[config.mk]
export PLATFORM = sky130hd
export DESIGN_NAME = bba_ram
export DESIGN_NICKNAME = d
export VERILOG_FILES = /design/src/bba_ram.sv
export SDC_FILE = /design/constraint.sdc
export NUM_CORES = 1
export LEC_CHECK = 0
export ABC_CLOCK_PERIOD_IN_PS = 3400
export BUFFER_PORTS_ARGS = -buffer_cell sky130_fd_sc_hd__buf_2
export CAP_MARGIN = 25
export CORE_ASPECT_RATIO = 1.25
export CORE_UTILIZATION = 30
export CTS_CLUSTER_DIAMETER = 50
export DETAILED_ROUTE_END_ITERATION = 8
export PLACE_DENSITY = 0.44
export SYNTH_ARGS = -nofsm -noshare
export SYNTH_HDL_FRONTEND = slang
export SYNTH_SLANG_ARGS = --single-unit
[constraint.sdc]
create_clock -name clk_i -period 3.4 [get_ports clk_i]
set_input_delay 0.34 -clock clk_i [delete_from_list [all_inputs] [get_ports clk_i]]
set_output_delay 0.34 -clock clk_i [all_outputs]
set_load 0.02 [all_outputs]
[src/bba_ram.sv]
module bba_ram #(
  parameter int Width = 8,
  parameter int Depth = 16
) (
  input  logic                     clk_i,
  input  logic                     we_i,
  input  logic [$clog2(Depth)-1:0] waddr_i,
  input  logic [Width-1:0]         wdata_i,
  input  logic [$clog2(Depth)-1:0] raddr_i,
  output logic [Width-1:0]         rdata_o
);

  logic [Width-1:0] mem_q [Depth];

  always_ff @(posedge clk_i) begin
    if (we_i) begin
      mem_q[waddr_i] <= wdata_i;
    end
    rdata_o <= mem_q[raddr_i];
  end

endmodule

==> flow_metrics.py, run 1 <==
metrics = {
    "routing": {
        "ant_nets": 0,
        "finalWirelength_um": 10100,
        "drtIter0Drc": 104,
        "via_count": 2298,
        "drt-pass1-iter-count": 4,
        "wl_per_cell_um": 20.1,
        "drc": 0,
        "routed_via_density": 4.55,
    },
    "critical_path": {
        "crit_buf_inv": 2,
        "r2r_cells": 3,
        "start_kind": "primary input",
        "cp_cell_sequence": "buf_2 > buf_12 > mux4_1 > a22oi_1 > nand2_1",
        "worstReg2RegEnd": "rdata_o[5]$_DFF_P_",
        "crit_cells": 5,
        "path_delay_family": "buffers and inverters",
        "worst-r2r-setup-slack_ns": 2.02,
        "crit_path_top_delay_cell": "mux4_1",
        "crit_end": "rdata_o[2]$_DFF_P_",
        "crit_type": "primary input to flip-flop",
        "r2r_start": "mem_q[0][5]$_DFFE_PP_",
        "worstPathRequired_ns": 3.70,
        "path_max_fanout": 18,
        "cp-end-kind": "flip-flop",
        "startpoint": "raddr_i[0]",
        "slowest_delay_ns": 0.57,
        "crit_arrival_ns": 2.01,
    },
    "sta": {
        "slew_violations": 0,
        "hold_viol_final": 0,
        "min_period_over_period": 0.502,
        "grt_setup_unrepaired": "false",
        "setup-violations-final": 0,
        "period_minus_slack_ns": 1.71,
        "holdWs_ns": 0.308,
        "clock-skew-final_ns": 0.00552,
        "max-slew-margin-rel": 0.401,
        "worstMarginPinSlew_ns": 0.895,
        "fmax_ghz": 0.586,
        "tns_ns": 0,
        "setup_ws_ns": 1.69,
    },
    "clocking": {
        "cts_hold_buffers": 0,
        "clkLatencyLatePin_ns": 0.42,
        "cts_root_buffer": "clkbuf_16",
        "clk_pin_slew_ns": 0.06,
        "h-tree-depth": 4,
        "postCtsSetupRepairBufs": 0,
        "numCtsBuffers": 17,
        "clkSinkCount": 136,
        "cts_tree": "done",
        "cts_buffer_depth": 2,
        "cts_resized": 0,
    },
    "finish": {
        "fin_cells": 505,
        "seqCellArea_mm2": 0.00400,
        "fin_nets": 289,
        "final_cell_area_mm2": 0.00606,
        "area_growth_pct": 17.7,
        "most-common-layout-cells": "edfxtp_1 (128), buf_2 (25), mux4_2 (18), clkbuf_16 (17), a22oi_1 (16)",
        "fillers": 1522,
        "drive_above_1_share": 0.271,
        "final_util": 0.361,
        "multiInputGateArea_mm2": 0.00106,
        "final_common_cell": "edfxtp_1",
    },
    "worst_hold_path": {
        "hold_depth": 1,
        "hp-class": "primary input to flip-flop",
    },
    "synthesis": {
        "synthCells": 229,
        "synth-warning-count": 0,
        "syn_nets": 247,
        "syn_avg_cell_area_um2": 22.5,
        "synth_seq_cells": 136,
        "synth_cell_types": 19,
        "seq_area_frac_synth": 0.778,
        "synth_area_mm2": 0.00515,
    },
    "floorplan": {
        "num_io_pins": 26,
        "die_w_um": 119,
        "die_y_um": 148,
        "dieArea_mm2": 0.0177,
        "initial_utilization": 0.307,
        "core-area_mm2": 0.0168,
        "rows": 53,
    },
    "pwr": {
        "power_density_mw_per_mm2": 609,
        "pwr-share-comb": 0.049,
        "seq_power_share": 0.511,
        "sw_frac_of_total": 0.206,
        "p_clk_frac": 0.440,
        "total_power_mw": 3.69,
        "p_sw_uw": 759,
        "irDropWorstVdd_uv": 235,
        "power_leakage_nw": 1.99,
        "internal-power_mw": 2.93,
    },
    "flow_run": {
        "maxCapViolations": 0,
    },
    "placement": {
        "post-place-ws_ns": 1.21,
        "placed_cell_area_mm2": 0.00552,
        "gp_congestion": 0.671,
        "dp_hpwl_um": 6610,
        "dp_cells": 470,
        "io_buffers": 25,
    },
    "global_route": {
        "overflow": 0,
        "grt_pass1_wl_um": 15500,
        "grt_pass1_vias": 2505,
        "grt_max_degree": 33,
        "grtUsageTotal": 0.128,
        "grt_antenna_before_repair": 2,
    },
    "run_status": {
        "run_status": "finished clean",
    },
}
synthesized netlist by cell type:
| cell | instances | share of area |
|---|---|---|
| edfxtp_1 | 128 | 0.75 |
| mux4_2 | 18 | 0.079 |
| a22oi_1 | 16 | 0.023 |
| mux4_1 | 14 | 0.071 |
| nor2_1 | 13 | 0.0095 |
| nand2_1 | 9 | 0.0066 |
| dfxtp_1 | 8 | 0.031 |
| nor3_1 | 4 | 0.0039 |
| buf_2 | 3 | 0.0029 |
| buf_6 | 3 | 0.0066 |
| clkdlybuf4s25_2 | 3 | 0.0058 |
| nand2b_1 | 2 | 0.0024 |
| nand3b_1 | 2 | 0.0029 |
| and2_1 | 1 | 0.0012 |
| and2b_1 | 1 | 0.0015 |
| buf_4 | 1 | 0.0015 |
| nand3_1 | 1 | 0.00097 |
| nor2b_1 | 1 | 0.0012 |
| or3b_2 | 1 | 0.0017 |
flip-flops by register name, summed over array words and instances (netlist names):
name	flops
mem_q	128
rdata_o	8
how the worst min path moves through the flow:
stage,startpoint,to,slack [ns]
after floorplan,wdata_i[0],mem_q[0][0]$_DFFE_PP_,0.44
after global placement,mem_q[14][6]$_DFFE_PP_,rdata_o[6]$_DFF_P_,0.65
after detailed placement,mem_q[14][6]$_DFFE_PP_,rdata_o[6]$_DFF_P_,0.66
after CTS,wdata_i[3],mem_q[14][3]$_DFFE_PP_,0.29
after global routing,wdata_i[0],mem_q[1][0]$_DFFE_PP_,0.31
final,wdata_i[3],mem_q[14][3]$_DFFE_PP_,0.31
power by group through the flow:
stage | combinational [mW] | clock [mW] | sequential (mW)
2_1_floorplan | 0.0951 | 0 | 1.93
3_3_place_gp | 0.183 | 0 | 1.92
3_5_place_dp | 0.184 | 0 | 1.92
4_1_cts | 0.184 | 1.67 | 1.89
5_1_grt | 0.196 | 1.73 | 1.89
6_report | 0.180 | 1.62 | 1.88
per-layer routing:
layer,vias up,global-route usage,share of wire
li1,1057,-,-
met1,1164,0.156,0.44
met2,57,0.204,0.49
met3,18,0.0429,0.042
met4,2,0.0627,0.020
met5,-,0,0.0013
final cells by class:
class | instances | share of cell area
sequential | 136 | 0.661
antenna | 1 | 0.000413
clock inverter | 12 | 0.0140
multi-input combinational | 83 | 0.175
clock buffer | 20 | 0.0721
tap | 220 | 0.0454
timing repair buffer | 33 | 0.0326
kinds of logic after synthesis:
logic type | count (synthesis) | synth area share
buffers and inverters | 10 | 0.0168
and+or+nand+nor | 35 | 0.0318
AOI/OAI and AO/OA | 16 | 0.0233
DFF | 136 | 0.778
muxes | 32 | 0.150
Power figures use the tool's default switching activity.
==> inputs of run 2 (changes only) <==
--- a/config.mk
+++ b/config.mk
@@ -5,7 +5,7 @@
 export SDC_FILE = /design/constraint.sdc
 export NUM_CORES = 1
 export LEC_CHECK = 0
-export ABC_CLOCK_PERIOD_IN_PS = 3400
+export ABC_CLOCK_PERIOD_IN_PS = 1650
 export BUFFER_PORTS_ARGS = -buffer_cell sky130_fd_sc_hd__buf_2
 export CAP_MARGIN = 25
 export CORE_ASPECT_RATIO = 1.25
==> constraint.sdc (replaced) <==
create_clock -name clk_i -period 1.65 [get_ports clk_i]
set_input_delay 0.165 -clock clk_i [delete_from_list [all_inputs] [get_ports clk_i]]
set_output_delay 0.165 -clock clk_i [all_outputs]
set_load 0.02 [all_outputs]
==> flow_metrics.py, run 2 (synthesis gave the netlist of run 1 again) <==
metrics = {
    "run_status": {
        "run_status": "finished clean",
    },
    "clocking": {
        "clk_pin_slew_ns": 0.06,
        "cts_hold_buffers": 0,
        "cts_root_buffer": "clkbuf_16",
        "cts_resized": 0,
        "cts_tree": "done",
        "h-tree-depth": 4,
        "clkSinkCount": 136,
        "cts_buffer_depth": 2,
        "clkLatencyLatePin_ns": 0.41,
        "postCtsSetupRepairBufs": 0,
        "numCtsBuffers": 17,
    },
    "flow_run": {
        "maxCapViolations": 0,
    },
    "finish": {
        "drive_above_1_share": 0.332,
        "n_antenna_cell": 0,
        "largest_reg_flops": 128,
        "top_register": "mem_q",
        "fin_nets": 306,
        "final_util": 0.371,
        "area_growth_pct": 21.0,
        "final_common_cell": "edfxtp_1",
        "fillers": 1536,
        "top_regs": "mem_q: 128 flops, rdata_o: 8 flops",
        "most-common-layout-cells": "edfxtp_1 (128), buf_2 (25), buf_4 (22), mux4_2 (18), clkbuf_16 (17)",
        "final_cell_area_mm2": 0.00623,
    },
    "pwr": {
        "power_leakage_nw": 2.09,
        "p_clk_frac": 0.439,
        "seq_power_share": 0.508,
        "p_sw_mw": 1.69,
        "power_density_mw_per_mm2": 1230,
        "internal-power_mw": 5.95,
        "irDropWorstVdd_uv": 525,
        "pwr-share-comb": 0.053,
        "sw_frac_of_total": 0.221,
        "total_power_mw": 7.64,
    },
    "sta": {
        "worstMarginPinSlew_ns": 0.785,
        "clock-skew-final_ns": 0.00746,
        "grt_setup_unrepaired": "false",
        "period_minus_slack_ns": 1.40,
        "holdWs_ns": 0.139,
        "setup-violations-final": 0,
        "max-slew-margin-rel": 0.476,
        "hold_viol_final": 0,
        "fmax_ghz": 0.714,
        "slew_violations": 0,
        "min_period_over_period": 0.849,
    },
    "critical_path": {
        "crit_arrival_ns": 1.70,
        "cp_cell_sequence": "mux4_1 > a22oi_1 > nand2_1",
        "crit_type": "flip-flop to flip-flop",
        "path_delay_family": "multiplexers",
        "worstReg2RegEnd": "rdata_o[3]$_DFF_P_",
        "r2r_start": "mem_q[0][3]$_DFFE_PP_",
        "crit_path_top_delay_cell": "mux4_1",
        "r2r_cells": 3,
        "crit_cells": 3,
        "worstPathRequired_ns": 1.94,
        "crit_buf_inv": 0,
        "slowest_delay_ns": 0.50,
        "crit_end": "rdata_o[3]$_DFF_P_",
        "start_kind": "flip-flop",
        "startpoint": "mem_q[0][3]$_DFFE_PP_",
        "cp-end-kind": "flip-flop",
        "worst-r2r-setup-slack_ns": 0.25,
        "path_max_fanout": 1,
    },
    "routing": {
        "ant_nets": 0,
        "finalWirelength_um": 10700,
        "wl_per_cell_um": 20.6,
        "highest_layer": "met5",
        "wl_met2_um": 5520,
        "via_count": 2415,
        "routed_via_density": 4.64,
        "drt-pass1-iter-count": 5,
        "met1_length_um": 4750,
        "drc": 0,
        "dr_wl_met3_um": 345,
        "drtIter0Drc": 78,
    },
    "floorplan": {
        "initial_utilization": 0.307,
        "core-area_mm2": 0.0168,
        "rows": 53,
        "die_y_um": 148,
        "num_io_pins": 26,
        "dieArea_mm2": 0.0177,
        "die_w_um": 119,
    },
    "worst_hold_path": {
        "hp-class": "primary input to flip-flop",
    },
    "placement": {
        "gp_congestion": 0.708,
        "io_buffers": 25,
        "placed_cell_area_mm2": 0.00569,
        "dp_hpwl_um": 6950,
    },
    "global_route": {
        "grt_pass1_wl_um": 15900,
        "grtUsageTotal": 0.130,
        "grt_max_degree": 20,
        "grt_antenna_before_repair": 1,
        "overflow": 0,
        "grt_pass1_vias": 2610,
    },
}
run 2: metal layers:
metal | vias to the layer above | GRT usage
met1 | 1255 | 0.159
met2 | 51 | 0.222
met5 | - | 0
met4 | 2 | 0.0494
li1 | 1094 | -
met3 | 13 | 0.0322
run 2: final cells by class:
| cell class | instances | area, µm² | area share |
|---|---|---|---|
| clock buffers | 18 | 429 | 0.0689 |
| clock inverters | 14 | 105 | 0.0169 |
| multi-input cells | 83 | 1060 | 0.171 |
| flip-flops and latches | 136 | 4000 | 0.643 |
| well taps | 220 | 275 | 0.0442 |
| repair buffers | 50 | 350 | 0.0563 |
run 2: worst min path at each step:
stage | startpoint | end | slack (ns) | cells after the start
after floorplan | wdata_i[0] | mem_q[0][0]$_DFFE_PP_ | 0.26 | 0
after global placement | wdata_i[0] | mem_q[14][0]$_DFFE_PP_ | 0.57 | 1
after detailed placement | wdata_i[4] | mem_q[8][4]$_DFFE_PP_ | 0.58 | 1
after CTS | wdata_i[4] | mem_q[3][4]$_DFFE_PP_ | 0.13 | 1
after global routing | wdata_i[3] | mem_q[2][3]$_DFFE_PP_ | 0.15 | 1
final | wdata_i[4] | mem_q[8][4]$_DFFE_PP_ | 0.14 | 1
run 2: stage by stage:
stage | std cells | setup slack (ns) | setup TNS [ns]
2_1_floorplan | 229 | 0.219 | 0
3_3_place_gp | 489 | -0.0852 | -0.126
3_5_place_dp | 489 | -0.0812 | -0.118
4_1_cts | 521 | 0.221 | 0
5_1_grt | 521 | 0.215 | 0
6_report | 521 | 0.249 | 0
run 2: power by group through the flow:
stage	Sequential, mW	Clock [mW]	Combinational, mW
after floorplan	3.98	0	0.196
after global placement	3.96	0	0.412
after detailed placement	3.96	0	0.415
after CTS	3.89	3.43	0.415
after global routing	3.89	3.55	0.436
final	3.89	3.36	0.401
run 2: worst register-to-register path: stages, from the launching register on:
cell,delay (ns)
edfxtp_1,0.38
mux4_1,0.50
a22oi_1,0.32
nand2_1,0.08
==> inputs of run 3 (changes only) <==
--- a/config.mk
+++ b/config.mk
@@ -5,14 +5,14 @@
 export SDC_FILE = /design/constraint.sdc
 export NUM_CORES = 1
 export LEC_CHECK = 0
-export ABC_CLOCK_PERIOD_IN_PS = 1650
+export ABC_CLOCK_PERIOD_IN_PS = 1150
 export BUFFER_PORTS_ARGS = -buffer_cell sky130_fd_sc_hd__buf_2
 export CAP_MARGIN = 25
 export CORE_ASPECT_RATIO = 1.25
 export CORE_UTILIZATION = 30
 export CTS_CLUSTER_DIAMETER = 50
 export DETAILED_ROUTE_END_ITERATION = 8
-export PLACE_DENSITY = 0.44
+export PLACE_DENSITY = 0.45
 export SYNTH_ARGS = -nofsm -noshare
 export SYNTH_HDL_FRONTEND = slang
 export SYNTH_SLANG_ARGS = --single-unit
==> constraint.sdc (replaced) <==
create_clock -name clk_i -period 1.15 [get_ports clk_i]
set_input_delay 0.115 -clock clk_i [delete_from_list [all_inputs] [get_ports clk_i]]
set_output_delay 0.115 -clock clk_i [all_outputs]
set_load 0.02 [all_outputs]
==> flow_metrics.py, run 3 (synthesis gave the netlist of run 1 again) <==
metrics = {
    "floorplan": {
        "initial_utilization": 0.307,
        "die_y_um": 148,
        "dieArea_mm2": 0.0177,
        "rows": 53,
        "core-area_mm2": 0.0168,
        "die_w_um": 119,
        "num_io_pins": 26,
    },
    "pwr": {
        "power_density_mw_per_mm2": 1790,
        "p_sw_mw": 2.35,
        "p_clk_frac": 0.462,
        "power_leakage_nw": 2.17,
        "pwr-share-comb": 0.057,
        "irDropWorstVdd_uv": 1050,
        "sw_frac_of_total": 0.203,
        "internal-power_mw": 9.25,
        "seq_power_share": 0.481,
        "total_power_mw": 11.6,
    },
    "critical_path": {
        "start_kind": "flip-flop",
        "worstPathRequired_ns": 1.44,
        "path_delay_family": "multiplexers",
        "slowest_delay_ns": 0.49,
        "path_max_fanout": 1,
        "cp-end-kind": "flip-flop",
        "crit_arrival_ns": 1.58,
        "crit_path_top_delay_cell": "mux4_2",
        "crit_buf_inv": 0,
        "cp_cell_sequence": "mux4_2 > a22oi_2 > nand2_1",
        "crit_type": "flip-flop to flip-flop",
    },
    "sta": {
        "min_period_over_period": 1.13,
        "worstMarginPinSlew_ns": 0.935,
        "clock-skew-final_ns": 0.00648,
        "grt_setup_unrepaired": "true",
        "period_minus_slack_ns": 1.29,
        "holdWs_ns": 0.0949,
        "fmax_ghz": 0.773,
        "slew_violations": 0,
        "setup-violations-final": 8,
        "setup_ws_ns": -0.144,
        "max-slew-margin-rel": 0.375,
        "hold_viol_final": 0,
    },
    "routing": {
        "drc": 0,
        "via_count": 2418,
        "drt-pass1-iter-count": 4,
        "finalWirelength_um": 10700,
        "drtIter0Drc": 152,
        "routed_via_density": 4.50,
        "wl_per_cell_um": 19.9,
        "ant_nets": 0,
    },
    "clocking": {
        "numCtsBuffers": 17,
        "clkLatencyLatePin_ns": 0.41,
        "cts_buffer_depth": 2,
        "clk_pin_slew_ns": 0.06,
        "postCtsSetupRepairBufs": 0,
        "cts_root_buffer": "clkbuf_16",
        "h-tree-depth": 4,
        "cts_tree": "done",
        "clkSinkCount": 136,
    },
    "finish": {
        "final_common_cell": "edfxtp_1",
        "fin_nets": 322,
        "top_register": "mem_q",
        "drive_above_1_share": 0.448,
        "fillers": 1513,
        "most-common-layout-cells": "edfxtp_1 (128), buf_4 (33), mux4_2 (31), buf_2 (25), clkbuf_16 (17)",
        "n_antenna_cell": 0,
        "top_regs": "mem_q: 128 flops, rdata_o: 8 flops",
        "final_util": 0.387,
        "area_growth_pct": 26.0,
        "multiInputGateArea_mm2": 0.00108,
        "seqCellArea_mm2": 0.00400,
        "largest_reg_flops": 128,
    },
    "placement": {
        "post-place-ws_ns": -0.427,
        "gp_congestion": 0.697,
        "dp_hpwl_um": 7640,
        "io_buffers": 25,
    },
    "global_route": {
        "grt_pass1_vias": 2598,
        "overflow": 0,
        "grt_max_degree": 17,
        "grtUsageTotal": 0.133,
        "grt_pass1_wl_um": 16400,
        "grt_antenna_before_repair": 0,
    },
    "run_status": {
        "run_status": "finished with violations",
        "failed_checks": "setup timing",
    },
    "worst_hold_path": {
        "hp-class": "primary input to flip-flop",
    },
    "flow_run": {
        "maxCapViolations": 0,
    },
}
==> run 3: cell type report <==
type                    instances  share of cell area
multi-input cells              83               0.167
flip-flops and latches        136               0.617
repair buffers                 66              0.0822
well taps                     220              0.0424
clock buffers                  20              0.0673
clock inverters                12              0.0237
==> run 3: worst register-to-register path: cells and delay by family, from the launching register on <==
| kind | cells | cell delay, ns |
|---|---|---|
| compound gates | 1 | 0.22 |
| flops | 1 | 0.35 |
| simple gates | 1 | 0.10 |
| mux | 1 | 0.49 |
==> run 3: routing by layer <==
| layer | vias up | GRT usage | part of all wire |
|---|---|---|---|
| met1 | 1257 | 0.159 | 0.42 |
| li1 | 1113 | - | - |
| met3 | 8 | 0.0307 | 0.030 |
| met4 | 0 | 0.0532 | 0.011 |
| met5 | - | 0 | 0 |
| met2 | 40 | 0.233 | 0.54 |
==> run 3: power by group through the flow <==
stage	sequential [mW]	clock (mW)	combinational (mW)
final	5.58	5.36	0.664
after global routing	5.59	5.65	0.721
after CTS	5.58	5.48	0.677
after detailed placement	5.69	0	0.665
after global placement	5.68	0	0.659
after floorplan	5.71	0	0.310
==> run 3: worst paths after layout <==
check	start	to	slack [ns]	cells after the start
max	mem_q[3][7]$_DFFE_PP_	rdata_o[7]$_DFF_P_	-0.14	3
min	wdata_i[1]	mem_q[0][1]$_DFFE_PP_	0.09	1
max reg2reg	mem_q[3][7]$_DFFE_PP_	rdata_o[7]$_DFF_P_	-0.14	3
min reg2reg	mem_q[10][6]$_DFFE_PP_	rdata_o[6]$_DFF_P_	0.68	3
==> run 3: what timing repair did <==
action	CTS	global route
setup endpoints to repair	8	8
gates resized for setup	6	4
pin swaps	1	1
hold buffers	0	0
==> run 3: per-stage QoR <==
stage                     TNS (ns)  instance area [µm²]  cells
after global placement      -15.95                 5870    506
after global routing         -1.18                 6490    537
final                       -0.658                 6490    537
after detailed placement    -16.30                 5870    506
after CTS                   -0.960                 6470    538
after floorplan             -0.771                 5180    229
